`config.mk`:
```
export PLATFORM = sky130hd
export DESIGN_NAME = three_point_mppt_tracker
export DESIGN_NICKNAME = d
export VERILOG_FILES = /design/src/hw/rtl/tpm_pkg.sv /design/src/hw/rtl/tpm_cfg.sv /design/src/hw/rtl/tpm_track.sv /design/src/hw/rtl/three_point_mppt_tracker.sv
export SDC_FILE = /design/constraint.sdc
export NUM_CORES = 1
export LEC_CHECK = 0
export BUFFER_PORTS_ARGS = -buffer_cell sky130_fd_sc_hd__buf_2
export CORE_ASPECT_RATIO = 0.5
export CORE_UTILIZATION = 55
export CTS_BUF_LIST = sky130_fd_sc_hd__clkbuf_16
export CTS_CLUSTER_SIZE = 20
export DETAILED_ROUTE_END_ITERATION = 6
export MAX_ROUTING_LAYER = met4
export PLACE_DENSITY = 0.73
export SYNTH_ARGS = -nofsm -noshare
export SYNTH_HDL_FRONTEND = slang
export SYNTH_SLANG_ARGS = --single-unit
export TNS_END_PERCENT = 10
```
`constraint.sdc`:
```
create_clock -name clk -period 9.9 [get_ports clk]
set_clock_uncertainty 0.05 [all_clocks]
set_input_delay 1.485 -clock clk [delete_from_list [all_inputs] [get_ports clk]]
set_output_delay 1.485 -clock clk [all_outputs]
set_load 0.005 [all_outputs]
```
`src/hw/rtl/tpm_pkg.sv`:
```
// Shared types and constants for the three-point MPPT tracker.
package tpm_pkg;

    // Input item kinds
    localparam logic KIND_TRACK   = 1'b0;
    localparam logic KIND_RESTART = 1'b1;

    // Configuration register indexes
    localparam int CFG_INDEX_W = 2;
    localparam logic [CFG_INDEX_W-1:0] REG_STEP_SIZE       = 2'd0;
    localparam logic [CFG_INDEX_W-1:0] REG_DELTA_THRESHOLD = 2'd1;
    localparam logic [CFG_INDEX_W-1:0] REG_VOLTAGE_CEILING = 2'd2;
    localparam logic [CFG_INDEX_W-1:0] REG_VOLTAGE_FLOOR   = 2'd3;
    localparam int CFG_DATA_W = 32;

    // Field widths
    localparam int STEP_W  = 21;
    localparam int POWER_W = 31;
    localparam int VOLT_W  = 25;
    localparam int THR_W   = 32;
    localparam int POINT_W = 27;

    // Reset values of the configuration registers
    localparam logic [STEP_W-1:0]       STEP_SIZE_RST = 21'd163840;
    localparam logic signed [THR_W-1:0] THRESHOLD_RST = 32'sd0;
    localparam logic [VOLT_W-1:0]       CEILING_RST   = 25'd27852800;
    localparam logic [VOLT_W-1:0]       FLOOR_RST     = 25'd20807680;

    // Warm-up gain: 0.98 in Q15
    localparam int GAIN_W = 15;
    localparam logic [GAIN_W-1:0] GAIN_098_Q15 = 15'd32112;

    typedef struct packed {
        logic              kind;
        logic [POWER_W-1:0] pv_power;
        logic [VOLT_W-1:0]  pv_voltage;
    } in_item_t;

    typedef struct packed {
        logic [VOLT_W-1:0] voltage_reference;
        logic              warming_up;
    } out_item_t;

    typedef struct packed {
        logic [STEP_W-1:0]       step_size;
        logic signed [THR_W-1:0] power_delta_threshold;
        logic [VOLT_W-1:0]       voltage_ceiling;
        logic [VOLT_W-1:0]       voltage_floor;
    } cfg_t;

endpackage

```
`src/hw/rtl/tpm_cfg.sv`:
```
// Configuration register file for the three-point MPPT tracker.
module tpm_cfg
    import tpm_pkg::*;
(
    input  logic                   clk,
    input  logic                   rst_n,
    input  logic                   cfg_we,
    input  logic [CFG_INDEX_W-1:0] cfg_index,
    input  logic [CFG_DATA_W-1:0]  cfg_wdata,
    output cfg_t                   cfg
);

    cfg_t cfg_reg;
    cfg_t cfg_next;

    // Decode the write
    always_comb
    begin
        cfg_next = cfg_reg;
        if (cfg_we)
        begin
            unique case (cfg_index)
                REG_STEP_SIZE:       cfg_next.step_size = cfg_wdata[STEP_W-1:0];
                REG_DELTA_THRESHOLD: cfg_next.power_delta_threshold = $signed(cfg_wdata);
                REG_VOLTAGE_CEILING: cfg_next.voltage_ceiling = cfg_wdata[VOLT_W-1:0];
                REG_VOLTAGE_FLOOR:   cfg_next.voltage_floor = cfg_wdata[VOLT_W-1:0];
                default:             cfg_next = cfg_reg;
            endcase
        end
    end

    // Hold the registers
    always_ff @(posedge clk or negedge rst_n)
    begin
        if (!rst_n)
        begin
            cfg_reg.step_size             <= STEP_SIZE_RST;
            cfg_reg.power_delta_threshold <= THRESHOLD_RST;
            cfg_reg.voltage_ceiling       <= CEILING_RST;
            cfg_reg.voltage_floor         <= FLOOR_RST;
        end
        else
        begin
            cfg_reg <= cfg_next;
        end
    end

    assign cfg = cfg_reg;

endmodule

```
`src/hw/rtl/tpm_track.sv`:
```
// Tracking datapath: three-point perturb-and-observe state and reference calculation.
module tpm_track
    import tpm_pkg::*;
#(
    parameter int WARMUP_STEPS = 8
)
(
    input  logic      clk,
    input  logic      rst_n,
    input  logic      track_fire,
    input  logic      restart_fire,
    input  in_item_t  item,
    input  cfg_t      cfg,
    output out_item_t result
);

    localparam int CNT_W = $clog2(WARMUP_STEPS + 1);
    localparam logic [CNT_W-1:0] WARMUP_LAST = CNT_W'(WARMUP_STEPS);

    // Phase codes: what the next tracking word does
    localparam logic [1:0] PH_STEP_UP   = 2'd0;
    localparam logic [1:0] PH_STEP_DOWN = 2'd1;
    localparam logic [1:0] PH_DECIDE    = 2'd2;

    localparam int PROD_W = VOLT_W + GAIN_W;

    logic [1:0]                phase_reg, phase_next;
    logic signed [2:0]         vote_reg, vote_next;
    logic [CNT_W-1:0]          warmup_reg, warmup_next;
    logic [POWER_W-1:0]        base_power_reg, base_power_next;
    logic [VOLT_W-1:0]         present_reg, present_next;
    logic signed [POINT_W-1:0] point_a_reg, point_a_next;
    logic signed [POINT_W-1:0] point_b_reg, point_b_next;
    logic signed [POINT_W-1:0] point_c_reg, point_c_next;

    logic signed [POWER_W+1:0] delta;
    logic signed [POWER_W+1:0] thr_ext;
    logic                      loss;
    logic signed [POINT_W-1:0] step_ext;
    logic signed [POINT_W-1:0] present_ext;
    logic signed [POINT_W-1:0] ceil_ext;
    logic signed [POINT_W-1:0] floor_ext;
    logic signed [2:0]         vote_up;
    logic signed [2:0]         vote_down;
    logic signed [2:0]         vote_decide;
    logic [PROD_W-1:0]         warm_prod;
    logic signed [POINT_W-1:0] warm_v;
    logic                      warm;
    logic signed [POINT_W-1:0] v;

    // Power change against the base and hysteresis compare
    assign delta   = $signed({2'b00, item.pv_power}) - $signed({2'b00, base_power_reg});
    assign thr_ext = $signed({cfg.power_delta_threshold[THR_W-1], cfg.power_delta_threshold});
    assign loss    = delta < thr_ext;

    assign step_ext    = $signed({{(POINT_W-STEP_W){1'b0}}, cfg.step_size});
    assign present_ext = $signed({{(POINT_W-VOLT_W){1'b0}}, present_reg});
    assign ceil_ext    = $signed({{(POINT_W-VOLT_W){1'b0}}, cfg.voltage_ceiling});
    assign floor_ext   = $signed({{(POINT_W-VOLT_W){1'b0}}, cfg.voltage_floor});

    assign vote_up     = vote_reg + 3'sd1;
    assign vote_down   = vote_reg - 3'sd1;
    assign vote_decide = loss ? vote_up : vote_down;

    // Warm-up reference: 0.98 * pv_voltage, truncated
    assign warm_prod = PROD_W'(item.pv_voltage) * PROD_W'(GAIN_098_Q15);
    assign warm_v    = $signed({{(POINT_W-VOLT_W){1'b0}}, warm_prod[PROD_W-1:GAIN_W]});
    assign warm      = warmup_reg < WARMUP_LAST;

    // Next state and reference for one tracking word
    always_comb
    begin
        phase_next      = phase_reg;
        vote_next       = vote_reg;
        warmup_next     = warmup_reg;
        base_power_next = base_power_reg;
        point_a_next    = point_a_reg;
        point_b_next    = point_b_reg;
        point_c_next    = point_c_reg;
        v               = present_ext;

        unique case (phase_reg)
            PH_STEP_UP:
            begin
                phase_next      = PH_STEP_DOWN;
                vote_next       = 3'sd0;
                base_power_next = item.pv_power;
                v               = present_ext + step_ext;
                point_c_next    = present_ext + step_ext;
            end
            PH_STEP_DOWN:
            begin
                phase_next   = PH_DECIDE;
                v            = present_ext - (step_ext <<< 1);
                point_a_next = present_ext - (step_ext <<< 1);
                vote_next    = loss ? vote_down : vote_up;
            end
            PH_DECIDE:
            begin
                phase_next = PH_STEP_UP;
                vote_next  = vote_decide;
                if (vote_decide == 3'sd2)
                    v = point_c_reg;
                else if (vote_decide == -3'sd2)
                    v = point_a_reg;
                else
                    v = point_b_reg;
                point_b_next = v;
            end
            default:
            begin
                phase_next = PH_STEP_UP;
            end
        endcase

        // Override during warm-up
        if (warm)
        begin
            v               = warm_v;
            point_b_next    = warm_v;
            base_power_next = item.pv_power;
            warmup_next     = warmup_reg + 1'b1;
            vote_next       = 3'sd0;
            phase_next      = PH_STEP_UP;
        end

        // Clamp: the ceiling is checked first; when the floor sits above it, values above the ceiling take the ceiling
        if (v > ceil_ext)
            present_next = cfg.voltage_ceiling;
        else if (v < floor_ext)
            present_next = cfg.voltage_floor;
        else
            present_next = v[VOLT_W-1:0];
    end

    assign result.voltage_reference = present_next;
    assign result.warming_up        = warm;

    // Advance state on each tracking word; a restart only drops the warm-up count
    always_ff @(posedge clk or negedge rst_n)
    begin
        if (!rst_n)
        begin
            phase_reg      <= PH_STEP_UP;
            vote_reg       <= 3'sd0;
            warmup_reg     <= '0;
            base_power_reg <= '0;
            present_reg    <= '0;
            point_a_reg    <= '0;
            point_b_reg    <= '0;
            point_c_reg    <= '0;
        end
        else if (restart_fire)
        begin
            warmup_reg <= '0;
        end
        else if (track_fire)
        begin
            phase_reg      <= phase_next;
            vote_reg       <= vote_next;
            warmup_reg     <= warmup_next;
            base_power_reg <= base_power_next;
            present_reg    <= present_next;
            point_a_reg    <= point_a_next;
            point_b_reg    <= point_b_next;
            point_c_reg    <= point_c_next;
        end
    end

`ifndef NO_ASSERTIONS
    a_phase_legal: assert property (@(posedge clk) disable iff (!rst_n)
        phase_reg != 2'd3)
        else $error("phase reached unused code");

    a_vote_range: assert property (@(posedge clk) disable iff (!rst_n)
        vote_reg != 3'sd3 && vote_reg != -3'sd3 && vote_reg != -3'sd4)
        else $error("vote out of range");

    a_warmup_sat: assert property (@(posedge clk) disable iff (!rst_n)
        warmup_reg <= WARMUP_LAST)
        else $error("warm-up count past limit");

    a_warm_resets_phase: assert property (@(posedge clk) disable iff (!rst_n)
        (track_fire && warm) |=> (phase_reg == PH_STEP_UP && vote_reg == 3'sd0))
        else $error("warm-up word left phase or vote set");
`endif

endmodule

```
`src/hw/rtl/three_point_mppt_tracker.sv`:
```
// Top level of the three-point perturb-and-observe MPPT tracker.
//
// Usage:
//   Input channel (in_valid / in_stall / in_data) takes one word per cycle:
//   while in_stall is low: a tracking word (kind 0) with filtered PV power
//   and voltage, or a restart word (kind 1) that clears the warm-up count
//   and produces no result. Output channel (out_valid / out_stall /
//   out_data) returns one word per tracking word: the clamped voltage
//   reference and the warm-up flag. Each tracking word passes the input
//   register, then the result register; the tracking state updates as the
//   result is loaded. Throughput: one word per cycle while out_stall does
//   not hold a waiting result.
//   Configuration: cfg_we / cfg_index / cfg_wdata write one register per edge;
//   write only while no word is in flight.
//   Reset: all tracking state clears, registers take their defaults, both
//   channels come up empty.
//   Stall: while out_stall holds a waiting result, the next tracking word
//   waits in the input register and in_stall rises; restart words still pass.
module three_point_mppt_tracker
    import tpm_pkg::*;
#(
    parameter int WARMUP_STEPS = 8
)
(
    input  logic                   clk,
    input  logic                   rst_n,
    input  logic                   in_valid,
    output logic                   in_stall,
    input  in_item_t               in_data,
    output logic                   out_valid,
    input  logic                   out_stall,
    output out_item_t              out_data,
    input  logic                   cfg_we,
    input  logic [CFG_INDEX_W-1:0] cfg_index,
    input  logic [CFG_DATA_W-1:0]  cfg_wdata
);

    cfg_t      cfg;
    out_item_t result;

    logic      s1_valid_reg, s1_valid_next;
    in_item_t  s1_item_reg;
    logic      out_valid_reg, out_valid_next;
    out_item_t out_data_reg;

    logic      in_take;
    logic      out_free;
    logic      s1_fire;
    logic      track_fire;
    logic      restart_fire;

    tpm_cfg u_cfg (
        .clk       (clk),
        .rst_n     (rst_n),
        .cfg_we    (cfg_we),
        .cfg_index (cfg_index),
        .cfg_wdata (cfg_wdata),
        .cfg       (cfg)
    );

    tpm_track #(
        .WARMUP_STEPS (WARMUP_STEPS)
    ) u_track (
        .clk          (clk),
        .rst_n        (rst_n),
        .track_fire   (track_fire),
        .restart_fire (restart_fire),
        .item         (s1_item_reg),
        .cfg          (cfg),
        .result       (result)
    );

    // Handshake: drain a tracking word when the result slot is free; a restart word always drains
    assign out_free     = !out_valid_reg || !out_stall;
    assign s1_fire      = s1_valid_reg && ((s1_item_reg.kind == KIND_RESTART) || out_free);
    assign track_fire   = s1_fire && (s1_item_reg.kind == KIND_TRACK);
    assign restart_fire = s1_fire && (s1_item_reg.kind == KIND_RESTART);
    assign in_stall     = s1_valid_reg && !s1_fire;
    assign in_take      = in_valid && !in_stall;

    assign s1_valid_next  = in_take || (s1_valid_reg && !s1_fire);
    assign out_valid_next = track_fire || (out_valid_reg && out_stall);

    // Hold valid flags
    always_ff @(posedge clk or negedge rst_n)
    begin
        if (!rst_n)
        begin
            s1_valid_reg  <= 1'b0;
            out_valid_reg <= 1'b0;
        end
        else
        begin
            s1_valid_reg  <= s1_valid_next;
            out_valid_reg <= out_valid_next;
        end
    end

    // Load payloads
    always_ff @(posedge clk)
    begin
        if (in_take)
            s1_item_reg <= in_data;
        if (track_fire)
            out_data_reg <= result;
    end

    assign out_valid = out_valid_reg;
    assign out_data  = out_data_reg;

`ifndef NO_ASSERTIONS
    a_track_gives_result: assert property (@(posedge clk) disable iff (!rst_n)
        track_fire |=> out_valid)
        else $error("tracking word produced no result");

    a_no_stall_when_empty: assert property (@(posedge clk) disable iff (!rst_n)
        !s1_valid_reg |-> !in_stall)
        else $error("input stalled with empty input register");

    a_restart_no_result: assert property (@(posedge clk) disable iff (!rst_n)
        (restart_fire && !out_valid_reg) |=> !out_valid)
        else $error("restart word produced a result");
`endif

endmodule
```
* Word-level counts from Yosys, hierarchy flattened *
Cells that the tools add are included.
Widths: inputs -> output; s select.

storage, ports and cells
  bits in registers = 334
  bits of input ports = 96
  output and inout port bits = 28
  word-level logic and storage cells = 90

operators by class
  $add $sub $neg = 6
  multiply operators = 1
  magnitude comparators = 4
  equal/unequal tests = 7
  mux-type cells = 19
  bitwise gates (word level) = 2
  reductions and logical operators = 32

operators with widths
  operator                number
  $mux 27                 5
  $pmux 27 s3             1
  $mux 31                 2
  $mux 25                 2
  $mul 25x11->36 const B  1
  $lt 32x32->1            1
  $sub 31x31->32          1
  $gt 27x26->1            1
  $lt 27x26->1            1
  $add 25x21->26          1
  $sub 25x22->26          1
  $reduce_and 3->1        5
  $mux 4                  3
  $reduce_and 2->1        6
  $mux 3                  3
  $pmux 3 s3              1
  $reduce_bool 2->1       4
  $eq 2x2->1 const B      3
  $logic_and 1x1->1       6
  $add 4x1->4 const B     1
  $eq 2x1->1 const B      2
  $logic_not 1->1         4
  $logic_not 2->1         2
  $logic_or 1x1->1        4
  other kinds (9)         10

* Longest topological paths before layout *
Gate-level depths: netlist of the first run.

  depth in word-level cells = 11
  mapped depth = 43

* Hierarchy *
From an unflattened synthesis of the first run, not the netlist that was laid out.

unflattened totals
  cell total of the unflattened synthesis = 2653
  area total of the unflattened synthesis = 26460.4 µm²

modules (own cells, without submodules)
  module                    times used  cells an instance  area each (µm²)
  tpm_track                 1           2340               20025.5
  tpm_cfg                   1           219                3841.2
  three_point_mppt_tracker  1           94                 2593.7

* Worst setup path after synthesis of the first run *
OpenSTA, ideal clock, no wires.

  path type = register to register
  from = register s1_item_reg[25] in the netlist's numbering
  to = register out_data_reg, in the netlist out_data[10] (data pin)
  setup time = 0.260 ns
  arrival time = 7.927 ns
  data required time = 9.590 ns
  path slack = 1.663 ns
  cell stages (with the launch flop) = 43
  path buffers = 5
  clock period less this slack = 8.237 ns
  cell sequence = edfxtp_1 > inv_1 > ha_1 > inv_1 > fa_1 > a21o_1 > a21oi_1 > o21ai_0 > a21oi_1 > and3b_1 > o211ai_1 > nand3_1 > a41oi_1 > o21ai_0 > a21oi_1 > xnor2_1 > ha_1 > nand4_1 > [... 7 more ...] > buf_2 > buf_2 > o221ai_1 > a21oi_1 > or2_2 > ha_1 > a21o_1 > a21o_1 > a21oi_1 > nor2b_1 > o21ai_0 > o2111ai_1 > or4_4 > o21a_1 > buf_6 > buf_8 > mux2_4 > mux2_4

RTL lines
  item                      line                             source
  start: declaration        three_point_mppt_tracker.sv:42   in_item_t s1_item_reg;
  start signal: assignment  three_point_mppt_tracker.sv:103  s1_item_reg <= in_data;
  end signal: assignment    three_point_mppt_tracker.sv:105  out_data_reg <= result;
  end: declaration          three_point_mppt_tracker.sv:44   out_item_t out_data_reg;

==> flow_summary_export.csv, run 1 <==
group,metric,value,unit
run_status,status,"completed",
clocking,h-tree-depth,2,
logic_synthesis,netlist_instances,2679,
die,pin_count,124,
die,core.rowCount,56,
logic_synthesis,synth_area,26700,sq um
clocking,clk_latency,0.55,ns
min_path,hold_class,"reg -> reg",
layout,stdcell_count,3465,
worst_setup_path,path_class,"reg -> reg",
placement,gp_congestion,1.03,
worst_setup_path,start_kind,"flop",
layout,syn2layout_area_growth,9.87,%
worst_setup_path,crit_fanout,16,
logic_synthesis,synth_fp_nets,3206,
detailed_routing,vias,20700,
flow_run,cap_viol_max_count,0,
logic_synthesis,synthArstFlopShare,0.750,
logic_synthesis,synth_top_area_share,0.220,
sta,finalCritPeriodShare,0.925,
worst_setup_path,cp_top_family,"adder cells",
grt,grt_pass1_wl,114,mm
placement,port-buffer-count,123,
layout,multi_input_area,16400,sq um
detailed_routing,dr.first_iter.drc_count,1980,
die,fp.dieW,314,um
detailed_routing,highest-signal-layer,"met4",
layout,ff_latch_area,8740,sq um
sta,drv_slew,0,
placement,dp_cells,3399,
logic_synthesis,synth-main-ff-cell,"dfrtp_1",
layout,largest_reg_flops,103,
detailed_routing,route.layer.met1.wl,33.3,mm
placement,dp_hpwl,54.4,mm
grt,overflow,0,
clocking,clkSinkCount,332,
sta,max_freq,0.109,GHz
logic_synthesis,synth-edff-count,83,
sta,final.setup.tns,0,ns
sta,setup_viol,0,
die,die_y,158,um
worst_setup_path,path_common_cell,"fa_1",
sta,worst_slew_pin_slew,1.21,ns
detailed_routing,wl_per_cell,20.8,um
logic_synthesis,yosysSeqAreaShare,0.327,
grt,grt_pass1_vias,20300,
logic_synthesis,synth_area_leaders,"dfrtp_1 (22%), ha_1 (13%), fa_1 (12%)",
logic_synthesis,synth_top_cells_by_count,"inv_1 (345), ha_1 (273), dfrtp_1 (235), nand2_1 (195), mux2_2 (163)",
layout,drive_gt1_frac,0.159,
worst_setup_path,required,10.15,ns
logic_synthesis,synth_area_per_cell,9.96,sq um
die,core,47400,sq um
detailed_routing,dr.pass1.iters,6,
placement,place_area,28200,sq um
clocking,cts-root-buf,"clkbuf_16",
clocking,clk_path_buf_depth,3,
detailed_routing,drc_errors,0,
grt,track_usage,0.307,
logic_synthesis,synth_most_common_cell,"inv_1",
worst_setup_path,max_stage_delay,0.64,ns
layout,nFillCells,3997,
detailed_routing,viasPerCell,5.97,
logic_synthesis,yosysWarnings,0,
layout,fin_area,29300,sq um
worst_setup_path,endpoint_kind,"flop",
logic_synthesis,synth_top_area_cell,"dfrtp_1",
worst_setup_path,cp_slowest_cell,"fa_1",
detailed_routing,dr_wl_met2,31.4,mm
detailed_routing,antenna_left,0,
die,die-area,49500,sq um
worst_setup_path,crit_arrival,9.41,ns
grt,antenna_found_initial,1,
clocking,cts-buffers-inserted,35,
sta,hold_viol_final,0,
logic_synthesis,synth.distinct_cells,84,
logic_synthesis,synth_seq_cells,332,
clocking,clkTransAtPathRegs,0.07,ns
detailed_routing,wl,72.2,mm
clocking,cts_hold_buf,0,
layout,fin_nets,3327,
die,start_util,0.564,
grt,grt_max_degree,124,
sta,slew_headroom,0.189,
sta,fin_crit,9.16,ns
sta,rsz0062_at_grt,"false",
detailed_routing,routed-wl-met3,6.56,mm
worst_setup_path,cp_num_buf_inv,3,
clocking,cts_tree,"done",
[final timing paths]
| path | cells after the start | to | start | slack (ns) |
|---|---|---|---|---|
| worst min register to register | 2 | u_track.point_c_reg[1]$_DFFE_PN0P_ | u_track.point_c_reg[1]$_DFFE_PN0P_ | 0.44 |
| worst min-delay path | 2 | u_track.point_c_reg[1]$_DFFE_PN0P_ | u_track.point_c_reg[1]$_DFFE_PN0P_ | 0.44 |
| worst max register to register | 27 | out_data[16]$_DFFE_PP_ | s1_item_reg[2]$_DFFE_PP_ | 0.74 |
| max in group asynchronous | 2 | u_track.point_c_reg[17]$_DFFE_PN0P_ | rst_n | 7.35 |
| worst max-delay path | 27 | out_data[16]$_DFFE_PP_ | s1_item_reg[2]$_DFFE_PP_ | 0.74 |
| min in group asynchronous | 1 | u_track.base_power_reg[3]$_DFFE_PN0P_ | rst_n | 0.95 |
[stage by stage]
stage	worst slack [ns]	hold slack [ns]	utilization
6_report	0.742	0.437	0.619
5_1_grt	0.0205	0.457	0.619
4_1_cts	0.321	0.436	0.618
3_5_place_dp	0.374	0.421	0.595
3_3_place_gp	0.634	0.414	0.595
2_1_floorplan	1.66	0.392	-
[cell usage in the layout (no fill, tap or decap), drive strengths merged, types with 38 or more instances in the layout]
master / netlist / final
edfxtp: 83 / 83
a21oi: 140 / 140
xnor2: 60 / 60
buf: 19 / 169
ha: 273 / 273
nor2: 153 / 153
inv: 346 / 349
nor3: 40 / 40
o21a: 38 / 38
nand2: 195 / 195
o21ai: 159 / 159
dfrtp: 235 / 235
o22ai: 38 / 38
fa: 158 / 158
a21o: 56 / 56
mux2: 170 / 171
[worst reg2reg max path: cells and delay by family (launching register included)]
family,cells,cell delay (ns)
buffers and inverters,3,0.36
adders and majority gates,7,3.25
muxes,2,0.95
AOI/OAI and AO/OA,7,1.53
and+or+nand+nor,8,2.18
DFF,1,0.57
[final cells by class]
| type | instances | area share |
|---|---|---|
| diodes | 1 | 0.0000853 |
| clock buffers | 35 | 0.0299 |
| clock inverters | 28 | 0.00815 |
| inverters | 348 | 0.0445 |
| multi-input cells | 1914 | 0.558 |
| flip-flops and latches | 332 | 0.298 |
| well taps | 638 | 0.0272 |
| repair buffers | 169 | 0.0344 |
[layer usage]
| layer | vias to the layer above | track usage |
|---|---|---|
| li1 | 9696 | - |
| met1 | 10100 | 0.439 |
| met5 | - | - |
| met4 | 0 | 0.0592 |
| met3 | 70 | 0.0622 |
| met2 | 792 | 0.454 |
[cells by family (layout without fill, tap and decap cells)]
logic type | after synthesis | in the layout | share of synthesized area
buf+inv | 434 | 580 | 0.0624
fa+ha+maj | 431 | 431 | 0.246
other cells | 0 | 1 | 0
flops | 332 | 332 | 0.327
mux | 178 | 179 | 0.0756
simple gates | 566 | 566 | 0.0997
compound gates | 645 | 645 | 0.158
xor+xnor | 93 | 93 | 0.0305
[repair_timing]
| action | in CTS | in global routing |
|---|---|---|
| buffers inserted | 0 | 1 |
| resized for setup | 0 | 11 |
| setup endpoints to repair | 0 | 50 |
Power of run 1 is not shown: default switching activity piles up to over one toggle a cycle in this logic, so the estimate is an artifact.
==> run 2: changes to the inputs <==
--- a/config.mk
+++ b/config.mk
@@ -5,7 +5,8 @@
 export SDC_FILE = /design/constraint.sdc
 export NUM_CORES = 1
 export LEC_CHECK = 0
-export BUFFER_PORTS_ARGS = -buffer_cell sky130_fd_sc_hd__buf_2
+export ABC_AREA = 1
+export BUFFER_PORTS_ARGS = -buffer_cell sky130_fd_sc_hd__buf_4
 export CORE_ASPECT_RATIO = 0.5
 export CORE_UTILIZATION = 55
 export CTS_BUF_LIST = sky130_fd_sc_hd__clkbuf_16
==> run 2 against run 1 <==
Compared with the run above: via count is 1.4% higher; synthesized cell count increased by 13%; final cell count grew 9.3%; first-iteration DRC count down 15%; design area down 3.1%; register-to-register slack gained 0.10 ns; hold slack is essentially flat; global-route usage is 0.32 points lower; critical path type unchanged.
==> flow_summary_export.csv, run 2 <==
group,metric,value,unit
run_status,status,"completed",
grt,track_usage,0.304,
clocking,cts_tree,"done",
layout,fin_area,28400,sq um
die,core.rowCount,55,
logic_synthesis,synth.distinct_cells,57,
worst_setup_path,crit_fanout,25,
clocking,h-tree-depth,2,
grt,grt_pass1_wl,110,mm
logic_synthesis,synth_seq_cells,332,
die,start_util,0.564,
layout,drive_gt1_frac,0.0772,
detailed_routing,vias,21000,
logic_synthesis,synth-compound-area-share,0.132,
detailed_routing,dr.first_iter.drc_count,1681,
detailed_routing,wl,67.9,mm
worst_setup_path,path_common_cell,"nand2_1",
worst_setup_path,start_kind,"flop",
min_path,hold_end,"u_track.point_c_reg[1]$_DFFE_PN0P_",
layout,nFillCells,4038,
logic_synthesis,synth_area_per_cell,8.49,sq um
sta,max_freq,0.110,GHz
logic_synthesis,yosys.area_share.simple,0.164,
clocking,cts-buffers-inserted,34,
die,core,45800,sq um
layout,largest_reg_flops,103,
logic_synthesis,synth_top_area_cell,"dfrtp_1",
die,pin_count,124,
logic_synthesis,synth-main-ff-cell,"dfrtp_1",
detailed_routing,drc_errors,0,
logic_synthesis,netlist_instances,3039,
logic_synthesis,yosys.area_share.adder,0.255,
logic_synthesis,synth_fp_nets,3566,
worst_setup_path,max_stage_delay,0.38,ns
logic_synthesis,synth_top_area_share,0.228,
logic_synthesis,synth_xor_area_frac,0.0244,
clocking,cts_hold_buf,0,
worst_setup_path,cp_slowest_cell,"fa_1",
logic_synthesis,yosysWarnings,0,
die,die_y,155,um
logic_synthesis,synth_most_common_cell,"nand2_1",
sta,whs,0.437,ns
clocking,clkTransAtPathRegs,0.06,ns
worst_setup_path,worstReg2RegEnd,"out_data[14]$_DFFE_PP_",
worst_setup_path,worstReg2RegStart,"s1_item_reg[25]$_DFFE_PP_",
sta,final.setup.tns,0,ns
sta,fin_crit,9.05,ns
worst_setup_path,required,10.14,ns
detailed_routing,antenna_left,0,
layout,final_cell_mix,"nand2_1 (628), inv_1 (493), ha_1 (273), o21ai_0 (247), dfrtp_1 (235)",
grt,grt_max_degree,115,
layout,final_common_cell,"nand2_1",
detailed_routing,wl_per_cell,17.9,um
detailed_routing,viasPerCell,5.54,
die,die-area,47900,sq um
logic_synthesis,yosysSeqAreaShare,0.339,
sta,hold_viol_final,0,
placement,place_area,27300,sq um
layout,ff_latch_area,8740,sq um
worst_setup_path,endpoint_kind,"flop",
clocking,clkSinkCount,332,
worst_setup_path,reg2reg_depth,57,
min_path,worstHoldStart,"u_track.point_c_reg[1]$_DFFE_PN0P_",
sta,slew_headroom,0.246,
layout,multi_input_area,14900,sq um
detailed_routing,dr.pass1.iters,6,
logic_synthesis,synthArstFlopShare,0.750,
sta,rsz0062_at_grt,"false",
worst_setup_path,path_class,"reg -> reg",
logic_synthesis,yosys-mux-area-fraction,0,
placement,port-buffer-count,123,
sta,setup_viol,0,
placement,gp_congestion,0.977,
logic_synthesis,synth_top_family_by_area,"adder cells",
clocking,cts-root-buf,"clkbuf_16",
sta,drv_slew,0,
logic_synthesis,synth-edff-count,83,
logic_synthesis,synth_area_leaders,"dfrtp_1 (23%), ha_1 (13%), fa_1 (12%)",
sta,worst_slew_pin_slew,1.13,ns
clocking,clk_path_buf_depth,3,
grt,antenna_found_initial,0,
layout,antenna-diode-count,0,
min_path,hold_class,"reg -> reg",
layout,fin_nets,3661,
clocking,clk_latency,0.55,ns
logic_synthesis,synth_top_cells_by_count,"nand2_1 (628), inv_1 (488), ha_1 (273), o21ai_0 (247), dfrtp_1 (235)",
worst_setup_path,crit_arrival,9.30,ns
min_path,hold_depth,2,
die,fp.dieW,308,um
grt,grt_pass1_vias,20600,
grt,overflow,0,
logic_synthesis,synth_area,25800,sq um
sta,finalCritPeriodShare,0.914,
placement,dp_hpwl,52.2,mm
layout,syn2layout_area_growth,10.2,%
flow_run,cap_viol_max_count,0,
worst_setup_path,r2r_slack,0.85,ns
[run 2: cell families (layout without fill, tap and decap cells)]
kind of cell,after synthesis,after routing
xor+xnor,72,72
flops,332,332
buf+inv,579,699
simple gates,1015,1015
compound gates,610,610
fa+ha+maj,431,431
[run 2: area by class of cell]
type,instances,share of cell area
Clock inverter,24,0.00546
Tap cell,627,0.0276
Inverter,494,0.0658
Sequential cell,332,0.307
Clock buffer,37,0.0326
Timing Repair Buffer,144,0.0384
Multi-Input combinational cell,2128,0.523
[run 2: per-layer routing]
| metal | part of all wire | vias to the layer above | wire, um | global-route usage |
|---|---|---|---|---|
| li1 | - | 10200 | - | - |
| met1 | 0.46 | 10000 | 31200 | 0.430 |
| met2 | 0.44 | 670 | 30200 | 0.456 |
| met3 | 0.076 | 97 | 5160 | 0.0531 |
| met4 | 0.021 | 0 | 1420 | 0.0725 |
| met5 | 0 | - | 0 | - |
[run 2: timing repair]
item,in CTS,in global routing
endpoints found under the setup margin,0,50
resized for setup,0,9
buffers inserted,0,2
[run 2: critical path: cells and delay by family (launching register included)]
kind	cells	cell delay, ns
xor+xnor	1	0.15
flops	1	0.37
simple gates	23	2.60
fa+ha+maj	4	1.18
compound gates	23	3.63
buf+inv	6	0.77
[run 2: how the worst max path moves through the flow]
| stage | endpoint | startpoint | slack [ns] |
|---|---|---|---|
| 2_1_floorplan | out_data[10]$_DFFE_PP_ | s1_item_reg[25]$_DFFE_PP_ | 2.24 |
| 3_3_place_gp | out_data[2]$_DFFE_PP_ | s1_item_reg[25]$_DFFE_PP_ | 0.81 |
| 3_5_place_dp | out_data[14]$_DFFE_PP_ | s1_item_reg[25]$_DFFE_PP_ | 0.60 |
| 4_1_cts | out_data[14]$_DFFE_PP_ | s1_item_reg[25]$_DFFE_PP_ | 0.56 |
| 5_1_grt | out_data[14]$_DFFE_PP_ | s1_item_reg[25]$_DFFE_PP_ | 0.13 |
| 6_report | out_data[14]$_DFFE_PP_ | s1_item_reg[25]$_DFFE_PP_ | 0.85 |
[run 2: through the flow]
step	setup WS, ns	cells	util
global route	0.128	3786	0.621
detailed placement	0.604	3723	0.597
CTS	0.560	3784	0.620
global placement	0.815	3723	0.597
finish	0.847	3786	0.621
floorplan	2.24	3039	-
Power of run 2 is left out for the same reason.
